File: src/sv/ers_pkg.sv
package ers_pkg;

	localparam int DEF_IN_SIZE          = 8;
	localparam int DEF_UNITS            = 8;
	localparam int DEF_TANH_TABLE_DEPTH = 256;

	// Fixed widths of command fields; user keeps UNITS <= 8, IN_SIZE < 64, unchecked
	localparam int ADDR_W = 6;
	localparam int UNIT_W = 3;

	localparam logic [2:0] KIND_IN_WEIGHT  = 3'd0;
	localparam logic [2:0] KIND_REC_WEIGHT = 3'd1;
	localparam logic [2:0] KIND_BIAS       = 3'd2;
	localparam logic [2:0] KIND_START      = 3'd3;
	localparam logic [2:0] KIND_INIT_HID   = 3'd4;
	localparam logic [2:0] KIND_ELEMENT    = 3'd5;

	localparam logic [63:0] Q30_ONE       = 64'd1073741824;
	localparam logic [63:0] EXP_M1_Q30    = 64'd395007542;

	typedef struct packed {
		logic              in_rdy;
		logic              rd_en;
		logic              rd_rec;
		logic [ADDR_W-1:0] rd_addr;
		logic              fin;
		logic [UNIT_W-1:0] unit;
	} ers_cmd_t;

	typedef struct packed {
		logic step_go;
		logic busy;
		logic out_taken;
	} ers_stat_t;

	// Restoring division, used only while building the tanh table
	function automatic logic [63:0] udiv64(input logic [63:0] n, input logic [63:0] d);
		logic [63:0] q;
		logic [63:0] r;
		q = '0;
		r = '0;
		for (int i = 63; i >= 0; i--) begin
			r = {r[62:0], n[i]};
			if (r >= d) begin
				r    = r - d;
				q[i] = 1'b1;
			end
		end
		return q;
	endfunction

	// e^(-y) in Q30 for y in Q12
	function automatic logic [63:0] exp_neg_q30(input logic [31:0] y);
		logic [31:0]        k;
		logic [63:0]        f;
		logic [63:0]        e;
		logic [63:0]        mag;
		logic signed [63:0] sum;
		k   = y >> 12;
		f   = 64'(y & 32'd4095);
		e   = Q30_ONE;
		mag = Q30_ONE;
		sum = $signed(Q30_ONE);
		for (int i = 0; i < 32'(k); i++) begin
			e = (e * EXP_M1_Q30 + (Q30_ONE >> 1)) >> 30;
		end
		for (int i = 1; i <= 12; i++) begin
			mag = udiv64(mag * f, 64'd4096 * 64'(i));
			if ((i % 2) == 1) begin
				sum = sum - $signed(mag);
			end else begin
				sum = sum + $signed(mag);
			end
		end
		return (e * 64'(sum) + (Q30_ONE >> 1)) >> 30;
	endfunction

	// tanh of a nonnegative Q3.12 magnitude, Q3.12 result
	function automatic logic [15:0] tanh_point(input logic [31:0] xm);
		logic [63:0] t;
		logic [63:0] num;
		logic [63:0] den;
		t   = exp_neg_q30(2 * xm);
		num = (Q30_ONE - t) * 64'd8192 + (Q30_ONE + t);
		den = 64'd2 * (Q30_ONE + t);
		return 16'(udiv64(num, den));
	endfunction

endpackage

File: src/sv/ers_ctrl.sv
module ers_ctrl
	import ers_pkg::*;
#(
	parameter int IN_SIZE = DEF_IN_SIZE,
	parameter int UNITS   = DEF_UNITS
) (
	input  logic      clk,
	input  logic      arst_n,
	input  ers_stat_t stat,
	output ers_cmd_t  cmd
);

	localparam int N  = IN_SIZE + UNITS;
	localparam int CW = $clog2(N);

	typedef enum logic [2:0] {S_IDLE, S_MAC, S_DRAIN, S_FIN, S_WAIT} state_t;

	state_t              state_q;
	logic [CW-1:0]       cnt_q;
	logic [UNIT_W-1:0]   unit_q;

	always_ff @(posedge clk or negedge arst_n) begin
		if (!arst_n) begin
			state_q <= S_IDLE;
			cnt_q   <= '0;
			unit_q  <= '0;
		end else begin
			case (state_q)
				S_IDLE: begin
					if (stat.step_go) begin
						state_q <= S_MAC;
						cnt_q   <= '0;
					end
				end
				S_MAC: begin
					if (cnt_q == CW'(N - 1)) begin
						state_q <= S_DRAIN;
					end else begin
						cnt_q <= cnt_q + 1'b1;
					end
				end
				S_DRAIN: begin
					if (!stat.busy) begin
						state_q <= S_FIN;
						unit_q  <= '0;
					end
				end
				S_FIN: state_q <= S_WAIT;
				S_WAIT: begin
					if (stat.out_taken) begin
						if (unit_q == UNIT_W'(UNITS - 1)) begin
							state_q <= S_IDLE;
						end else begin
							unit_q  <= unit_q + 1'b1;
							state_q <= S_FIN;
						end
					end
				end
				default: state_q <= S_IDLE;
			endcase
		end
	end

	always_comb begin
		cmd         = '0;
		cmd.in_rdy  = (state_q == S_IDLE);
		cmd.rd_en   = (state_q == S_MAC);
		cmd.rd_rec  = (32'(cnt_q) >= IN_SIZE);
		cmd.rd_addr = cmd.rd_rec ? ADDR_W'(32'(cnt_q) - IN_SIZE) : ADDR_W'(cnt_q);
		cmd.fin     = (state_q == S_FIN);
		cmd.unit    = unit_q;
	end

endmodule

File: config.mk
export PLATFORM = sky130hd
export DESIGN_NAME = ers_ctrl
export DESIGN_NICKNAME = d
export VERILOG_FILES = /design/src/sv/ers_pkg.sv /design/src/sv/ers_ctrl.sv
export SDC_FILE = /design/constraint.sdc
export NUM_CORES = 1
export LEC_CHECK = 0
export ABC_AREA = 1
export BUFFER_PORTS_ARGS = -buffer_cell sky130_fd_sc_hd__buf_2
export CORE_ASPECT_RATIO = 0.8
export CORE_MARGIN = 2
export CORE_UTILIZATION = 40
export DETAILED_ROUTE_END_ITERATION = 8
export PLACE_DENSITY = 0.6
export SLEW_MARGIN = 25
export SYNTH_ARGS = -nofsm -noshare
export SYNTH_HDL_FRONTEND = slang
export SYNTH_SLANG_ARGS = --single-unit
File: constraint.sdc
create_clock -name clk -period 3.65 [get_ports clk]
set_input_delay 0.73 -clock clk [delete_from_list [all_inputs] [get_ports clk]]
set_output_delay 0.73 -clock clk [all_outputs]
set_load 0.005 [all_outputs]
==> results.txt, run 1 <==
The run finished with clean final reports. Yosys printed 0 warnings. Once detail routing completed, the nets flagged for antenna violations numbered 0. The combined global-route utilization of all metal layers came out at between 10% and 20%. The number of cell rows is 13. The number of antenna violations at the first check in global routing came to 0. The static power due to leakage came out at 0.459 nW. The global placer's final weighted congestion came out at 0.760. The largest family of logic cells by synthesized area is simple AND/OR/NAND/NOR gates. After synthesis the netlist holds a flip-flop and latch count of 10. Counting distinct cell types in the post-synthesis netlist gives 16. Synthesis handed over a netlist of 93 instances.

Counting the buffers created by CTS gives 3. The die boundary width came out at 50.1 um. The sequential share of the synthesized area came out at between 30% and 40%. Dividing the detail-routed via count by the number of cells gives 4.40.

The placed wire-length estimate came out at ~950 um. The critical path class is register to primary output. For the finished layout, the period the worst path requires is 1880 ps. The TritonCTS clock tree is done. In the post-synthesis netlist, the biggest area contributors are sky130_fd_sc_hd__dfrtp_1, sky130_fd_sc_hd__nand2_1, sky130_fd_sc_hd__ha_1, sky130_fd_sc_hd__nand3_1, sky130_fd_sc_hd__buf_4.

The starting utilization of the core area came out at 42.3%. The post-cts gate resize count came out at 0. Of the total synthesized cell area, the portion taken by AND, OR, NAND and NOR gates is 36.8%.

The global-route wire length before repair came out at 2050 um. The via count of the first global-routing pass is 464. The summed negative setup slack over all endpoints came out at 0 ps. The post-route netlist has 27.6% of its cells at a drive strength greater than 1. The number of failing hold endpoints at the final stage is 0. The number of nets in the layout came out at 116. The maximum buffer depth of the clock tree is 2. The highest achievable clock rate came out at 532 MHz.

The number of buffers inserted by port buffering is 14. The number of failing setup endpoints in the final timing report came out at 0. The average footprint of a synthesized cell came out at 7.32 um^2. sky130_fd_sc_hd__dfrtp_1 takes more of the synthesized area than any other cell.

The worst-case IR drop observed on VDD is 0.000368 V. The area growth from synthesis to final layout came out at 11.6%. The post-route clock skew came out at 2.67 ps.

The number of detailed-route iterations in the first pass is 4. The library cell used as clock root buffer is sky130_fd_sc_hd__clkbuf_4. The library cell used most frequently in the layout, excluding fill and tap cells, is sky130_fd_sc_hd__nand2_1. The number of sinks driven by the clock tree came out at 10.

The CTS clock-pin slew for the worst setup and hold paths is 60 ps. The adder and majority gate portion of the synthesized area is around 7.4%. Summed over its instances, the top area cell type makes up 36.8% of the synthesized netlist area.

The number of violations reported at the end of detailed-routing iteration 0 is 7. The aggregate routed wire length is roughly 1200 um. The post-CTS setup repair buffer count is 0.

The cell count after placement came out at about 120. The number of I/O pins came out at 18. The tool flagged a number of max-cap violations equal to 0. The final critical-path share of the clock period is between 50% and 60%. In the layout the commonest cells are sky130_fd_sc_hd__nand2_1, sky130_fd_sc_hd__buf_2, sky130_fd_sc_hd__inv_1. The area fraction in compound gates after synthesis came out at 0%. The number of levels the H-tree was split into came out at 1.

The critical path arrival came out at approximately 1200 ps. The core area is 1610 um^2. The overall overflow remaining after global route came out at 0. The later-pin clock latency in the skew report came out at approximately 260 ps. The die is between 40 and 50 um tall.

The mux share of post-synthesis cell area came out at 0%. The synthesized netlist occupies a cell area of 681 um^2. The hold buffer count at cts is 0. The startpoint class of the critical path is a register.

The vias after detailed routing came out at 559. The full die area is 2050 um^2. The peak fanout along the critical path is 4. In the routed design, unresolved DRC markers number 0. The power per unit of standard cell area is 763 nW/um^2. The number of slew-limit violations in the final report is 0. Entering global routing, the biggest net connects 11 pins.

Dividing the detail-routed wire length by the instance count gives 9.21 um. The filler-free cell count of the finished design came out at 127. Data on the critical path is required at its endpoint by a little under 3000 ps. The number of antenna diodes came out at 0. Setup repair after global routing left no endpoint under its margin. The tightest min-delay check is of the primary input to asynchronous set/reset pin type. The tightest hold path in the finished design has a slack of 319 ps. The category of the worst setup path capture point is a primary output.

The synthesized-area fraction occupied by xor and xnor cells came out at 2.57%.
layout make-up:
class | instances | area (um^2)
sequential | 10 | 250
inverter | 16 | 60.1
multi-input combinational | 62 | 329
fill | 164 | 851
tap | 22 | 27.5
timing repair buffer | 14 | 70.1
clock buffer | 3 | 22.5
registers in the layout (all words and copies together) (netlist names):
signal and flops:
cnt_q 4, state_q 3, unit_q 3
routing by layer:
metal	vias to the layer above	track usage, %	share of wire [%]
met3	2	5.84	5.9
met2	12	19.7	43
li1	299	-	-
met4	0	6.25	1.3
met5	-	0	0
met1	246	19.6	50
synth_stat cells:
cell type	n
sky130_fd_sc_hd__nor2_1	6
sky130_fd_sc_hd__dfrtp_1	10
sky130_fd_sc_hd__nand2_1	27
sky130_fd_sc_hd__buf_4	6
sky130_fd_sc_hd__conb_1	1
sky130_fd_sc_hd__nor3_1	1
sky130_fd_sc_hd__nand2_2	2
sky130_fd_sc_hd__nand3_2	4
sky130_fd_sc_hd__nand3_1	10
sky130_fd_sc_hd__nor2_2	2
sky130_fd_sc_hd__nand4_1	1
sky130_fd_sc_hd__xor2_1	2
sky130_fd_sc_hd__inv_2	4
sky130_fd_sc_hd__ha_1	4
sky130_fd_sc_hd__clkbuf_1	1
sky130_fd_sc_hd__inv_1	12
final timing paths:
check | startpoint | end | slack (ps) | cells after the start
max | state_q[1]$_DFFE_PN0P_ | cmd[12] | 1770 | 4
min | arst_n | state_q[0]$_DFFE_PN0P_ | 320 | 1
max reg2reg | unit_q[0]$_DFFE_PN0P_ | unit_q[0]$_DFFE_PN0P_ | 2250 | 8
min reg2reg | cnt_q[3]$_DFFE_PN0P_ | cnt_q[3]$_DFFE_PN0P_ | 500 | 2
max in group asynchronous | arst_n | cnt_q[0]$_DFFE_PN0P_ | 3140 | 1
min in group clk | cnt_q[3]$_DFFE_PN0P_ | cnt_q[3]$_DFFE_PN0P_ | 500 | 2
through the flow:
step | setup slack (ps) | utilization, % | total power, mW | area [um^2]
final | 1770 | 47.2 | 0.579 | 759
after global routing | 1690 | 47.2 | 0.649 | 759
after CTS | 1760 | 47.2 | 0.590 | 759
after detailed placement | 2050 | 45.8 | 0.512 | 737
after global placement | 2080 | 45.8 | 0.506 | 737
after floorplan | 2190 | - | 0.443 | 688
kinds of logic (layout without fill, tap and decap cells):
logic type,Yosys count,count (layout)
buffers and inverters,23,33
AND/OR/NAND/NOR,53,53
adder cells (fa/ha/maj),4,4
other,1,3
flip-flops,10,10
XOR/XNOR,2,2
critical path, cell delays in order (launching register included):
cell and delay [ps]:
sky130_fd_sc_hd__dfrtp_1 410, sky130_fd_sc_hd__nor2_2 210, sky130_fd_sc_hd__nand2_2 110, sky130_fd_sc_hd__inv_2 60, sky130_fd_sc_hd__buf_2 100
report_power, final:
| group | total (mW) | internal, mW | switching, mW |
|---|---|---|---|
| Combinational | 0.307 | 0.118 | 0.189 |
| Clock | 0.0739 | 0.0380 | 0.0359 |
| Sequential | 0.199 | 0.153 | 0.0454 |
| Total | 0.579 | 0.309 | 0.271 |
Power figures use the tool's default switching activity.
==> inputs of run 2 (changes only) <==
- PLACE_DENSITY: 0.6 -> 0.63
- clock period: 3.65 -> 1.7 ns (I/O delays scaled with it)
==> run 2 against run 1 <==
  * Utilization up 0.62 points
  * Critical path depth did not move
  * Sequential power up 120%
  * Critical path type unchanged
  * Critical endpoint unchanged
  * Largest power group unchanged
  * Highest routed layer unchanged
==> results.txt, run 2 (same netlist as run 1, synthesis figures left out) <==
The run finished with clean final reports. The full die area is ~2000 um^2. The detailed router placed 551 vias in this run.

The highest achievable clock rate is around 650 MHz. The floorplan step set the die height to 40.9 um. The number of failing setup endpoints in the final timing report came out at 0. The area growth from synthesis to final layout came out at 13.1%. The start point of the worst min-delay path is stat[0]. Across all hold checks on the routed design, the worst slack comes to 404 ps.

The worst path uses 90.3% of the clock period. The worst hold path terminates at state_q[2]$_DFFE_PN0P_. The peak fanout along the critical path came out at 4.

In this run the worst hold path is classified as primary input to register. The worst hold path passes through 4 cells. The number of buffers inserted by port buffering came out at 14. The number of nets with antenna violations after detailed routing came out at 0. In this run the horizontal extent of the chip is 50.1 um. The number of slew-limit violations in the final report is 0. The number of cell rows came out at 13. For flop-to-flop paths, the worst setup slack is 320 ps.

STA classifies the critical path startpoint as a register. The number of violations reported at the end of detailed-routing iteration 0 is 7. In this run the critical register-to-register path is launched from unit_q[0]$_DFFE_PN0P_. The share of final-layout standard cells stronger than drive strength 1 is 27.4%. The via density per instance came out at 4.30.

Across the run, the number of max-cap violations was 0. The overall overflow remaining after global route is 0. The placed wire-length estimate came out at 958 um. The met1 track utilization from global routing came out at 16.7%.

After detailed routing, the number of remaining DRC violations is 0. The met2 usage came out at 18.4%. The worst IR drop on VDD is 0.000586 V. The endpoint identified for the worst register-to-register timing path is unit_q[0]$_DFFE_PN0P_. The critical path class is register to primary output. The number of antenna violations at the first check in global routing is 0. TritonCTS built the clock tree.

The number of failing hold endpoints at the final stage came out at 0. For met3 alone, demand over resource in global routing was 2.19%. The number of sinks driven by the clock tree came out at 10. The starting utilization of the core area is 42.3%. The register with the most flip-flops in the final layout is cnt_q. The summed negative setup slack over all endpoints is 0 ps.

The via count of the first global-routing pass is 460. The final layout contains routed wiring with a total length of 1220 um. The power per unit of standard cell area came out at 1630 nW/um^2. The largest registers in the layout are cnt_q: 4 flops, state_q: 3 flops, unit_q: 3 flops.

The later-pin clock latency in the skew report came out at about 260 ps. The number of antenna diodes is 0. The static power due to leakage is 0.464 nW.

The number of flip-flops in the largest register is 4. Counting the buffers created by CTS gives 3. Leaving out fill and tap cells, the most frequent cells in the layout are sky130_fd_sc_hd__nand2_1, sky130_fd_sc_hd__buf_2, sky130_fd_sc_hd__inv_1.

Setup repair after global routing left no endpoint under its margin. After the last flow step, the layout net total stands at 117. The library cell used as clock root buffer is sky130_fd_sc_hd__clkbuf_4. The number of cell instances on the worst register-to-register path came out at 8.

The combined global-route utilization of all metal layers is 12.8%. Routability-driven placement finished with a final weighted congestion of around 0.70. The CTS clock-pin slew for the worst setup and hold paths came out at 60 ps.

The number of I/O pins is 18. The post-CTS setup repair buffer count came out at 0. Entering global routing, the biggest net connects 11 pins. The critical path arrival came out at 1190 ps.

The core area came out at 1610 um^2. The maximum buffer depth of the clock tree came out at 2. The final instance area is 769 um^2. In this run the number of H-tree levels came out at 1. STA classifies the critical path endpoint as a primary output.

The final critical-path required period came out at ~1500 ps. The post-placement cell area came out at 737 um^2. STA puts the critical path data required time at 1360 ps.

The pre-antenna-repair detailed-routing pass consisted of 4 iterations. The global-route wire length before repair came out at 1810 um. met2 is the most crowded layer. The routed length per instance came out at roughly 9.5 um. The post-route clock skew came out at about 0.23 ps. Leaving out fill and tap cells, the most frequent cell in the layout is sky130_fd_sc_hd__nand2_1.
[run 2: cell count changes in the layout (fill, tap and decap cells not counted)]
cell,previous run,this run
sky130_fd_sc_hd__dlygate4sd3_1,0,1
[run 2: area by class of cell]
| type | instances | area (um^2) |
|---|---|---|
| clock buffers | 3 | 22.5 |
| fillers | 168 | 841 |
| inverters | 16 | 60.1 |
| multi-input cells | 62 | 329 |
| flip-flops and latches | 10 | 250 |
| well taps | 22 | 27.5 |
| repair buffers | 15 | 80.1 |
[run 2: worst max path at each step]
stage	cells past startpoint	slack (ps)	start	end
floorplan	8	400	unit_q[0]$_DFFE_PN0P_	unit_q[0]$_DFFE_PN0P_
global placement	8	350	unit_q[0]$_DFFE_PN0P_	unit_q[1]$_DFFE_PN0P_
detailed placement	8	320	unit_q[0]$_DFFE_PN0P_	unit_q[0]$_DFFE_PN0P_
CTS	4	160	state_q[1]$_DFFE_PN0P_	cmd[12]
global route	4	100	state_q[1]$_DFFE_PN0P_	cmd[12]
finish	4	170	state_q[1]$_DFFE_PN0P_	cmd[12]
[run 2: routing by layer]
layer	wire length, um	vias to the layer above	part of all wire, %
li1	-	300	-
met3	63	5	5.2
met5	0	-	0
met4	36	0	3.0
met1	658	232	54
met2	459	14	38
[run 2: report_power, final]
part / internal [mW] / leakage [nW] / switching (mW) / total [mW]
Clock: 0.0819 / 0.0138 / 0.0811 / 0.163
Combinational: 0.254 / 0.317 / 0.406 / 0.660
Sequential: 0.329 / 0.132 / 0.102 / 0.430
[run 2: through the flow]
stage | instances | setup slack [ps] | total power, mW | utilization [%]
6_report | 128 | 165 | 1.25 | 47.8
5_1_grt | 128 | 98.6 | 1.39 | 47.8
4_1_cts | 128 | 160 | 1.27 | 47.8
3_5_place_dp | 124 | 325 | 1.10 | 45.8
3_3_place_gp | 124 | 353 | 1.08 | 45.8
2_1_floorplan | 95 | 403 | 0.952 | -
[run 2: worst max-delay path, cell delays in order (launching register included)]
cell and delay (ps):
sky130_fd_sc_hd__dfrtp_1 410, sky130_fd_sc_hd__nor2_2 230, sky130_fd_sc_hd__nand2_2 120, sky130_fd_sc_hd__inv_2 70
sky130_fd_sc_hd__buf_2 100
[run 2: what timing repair did]
action,4_1_cts,5_1_grt
endpoints found under the hold margin,10,0
setup endpoints to repair,0,0
gates resized for setup,0,0
hold buffers,1,0
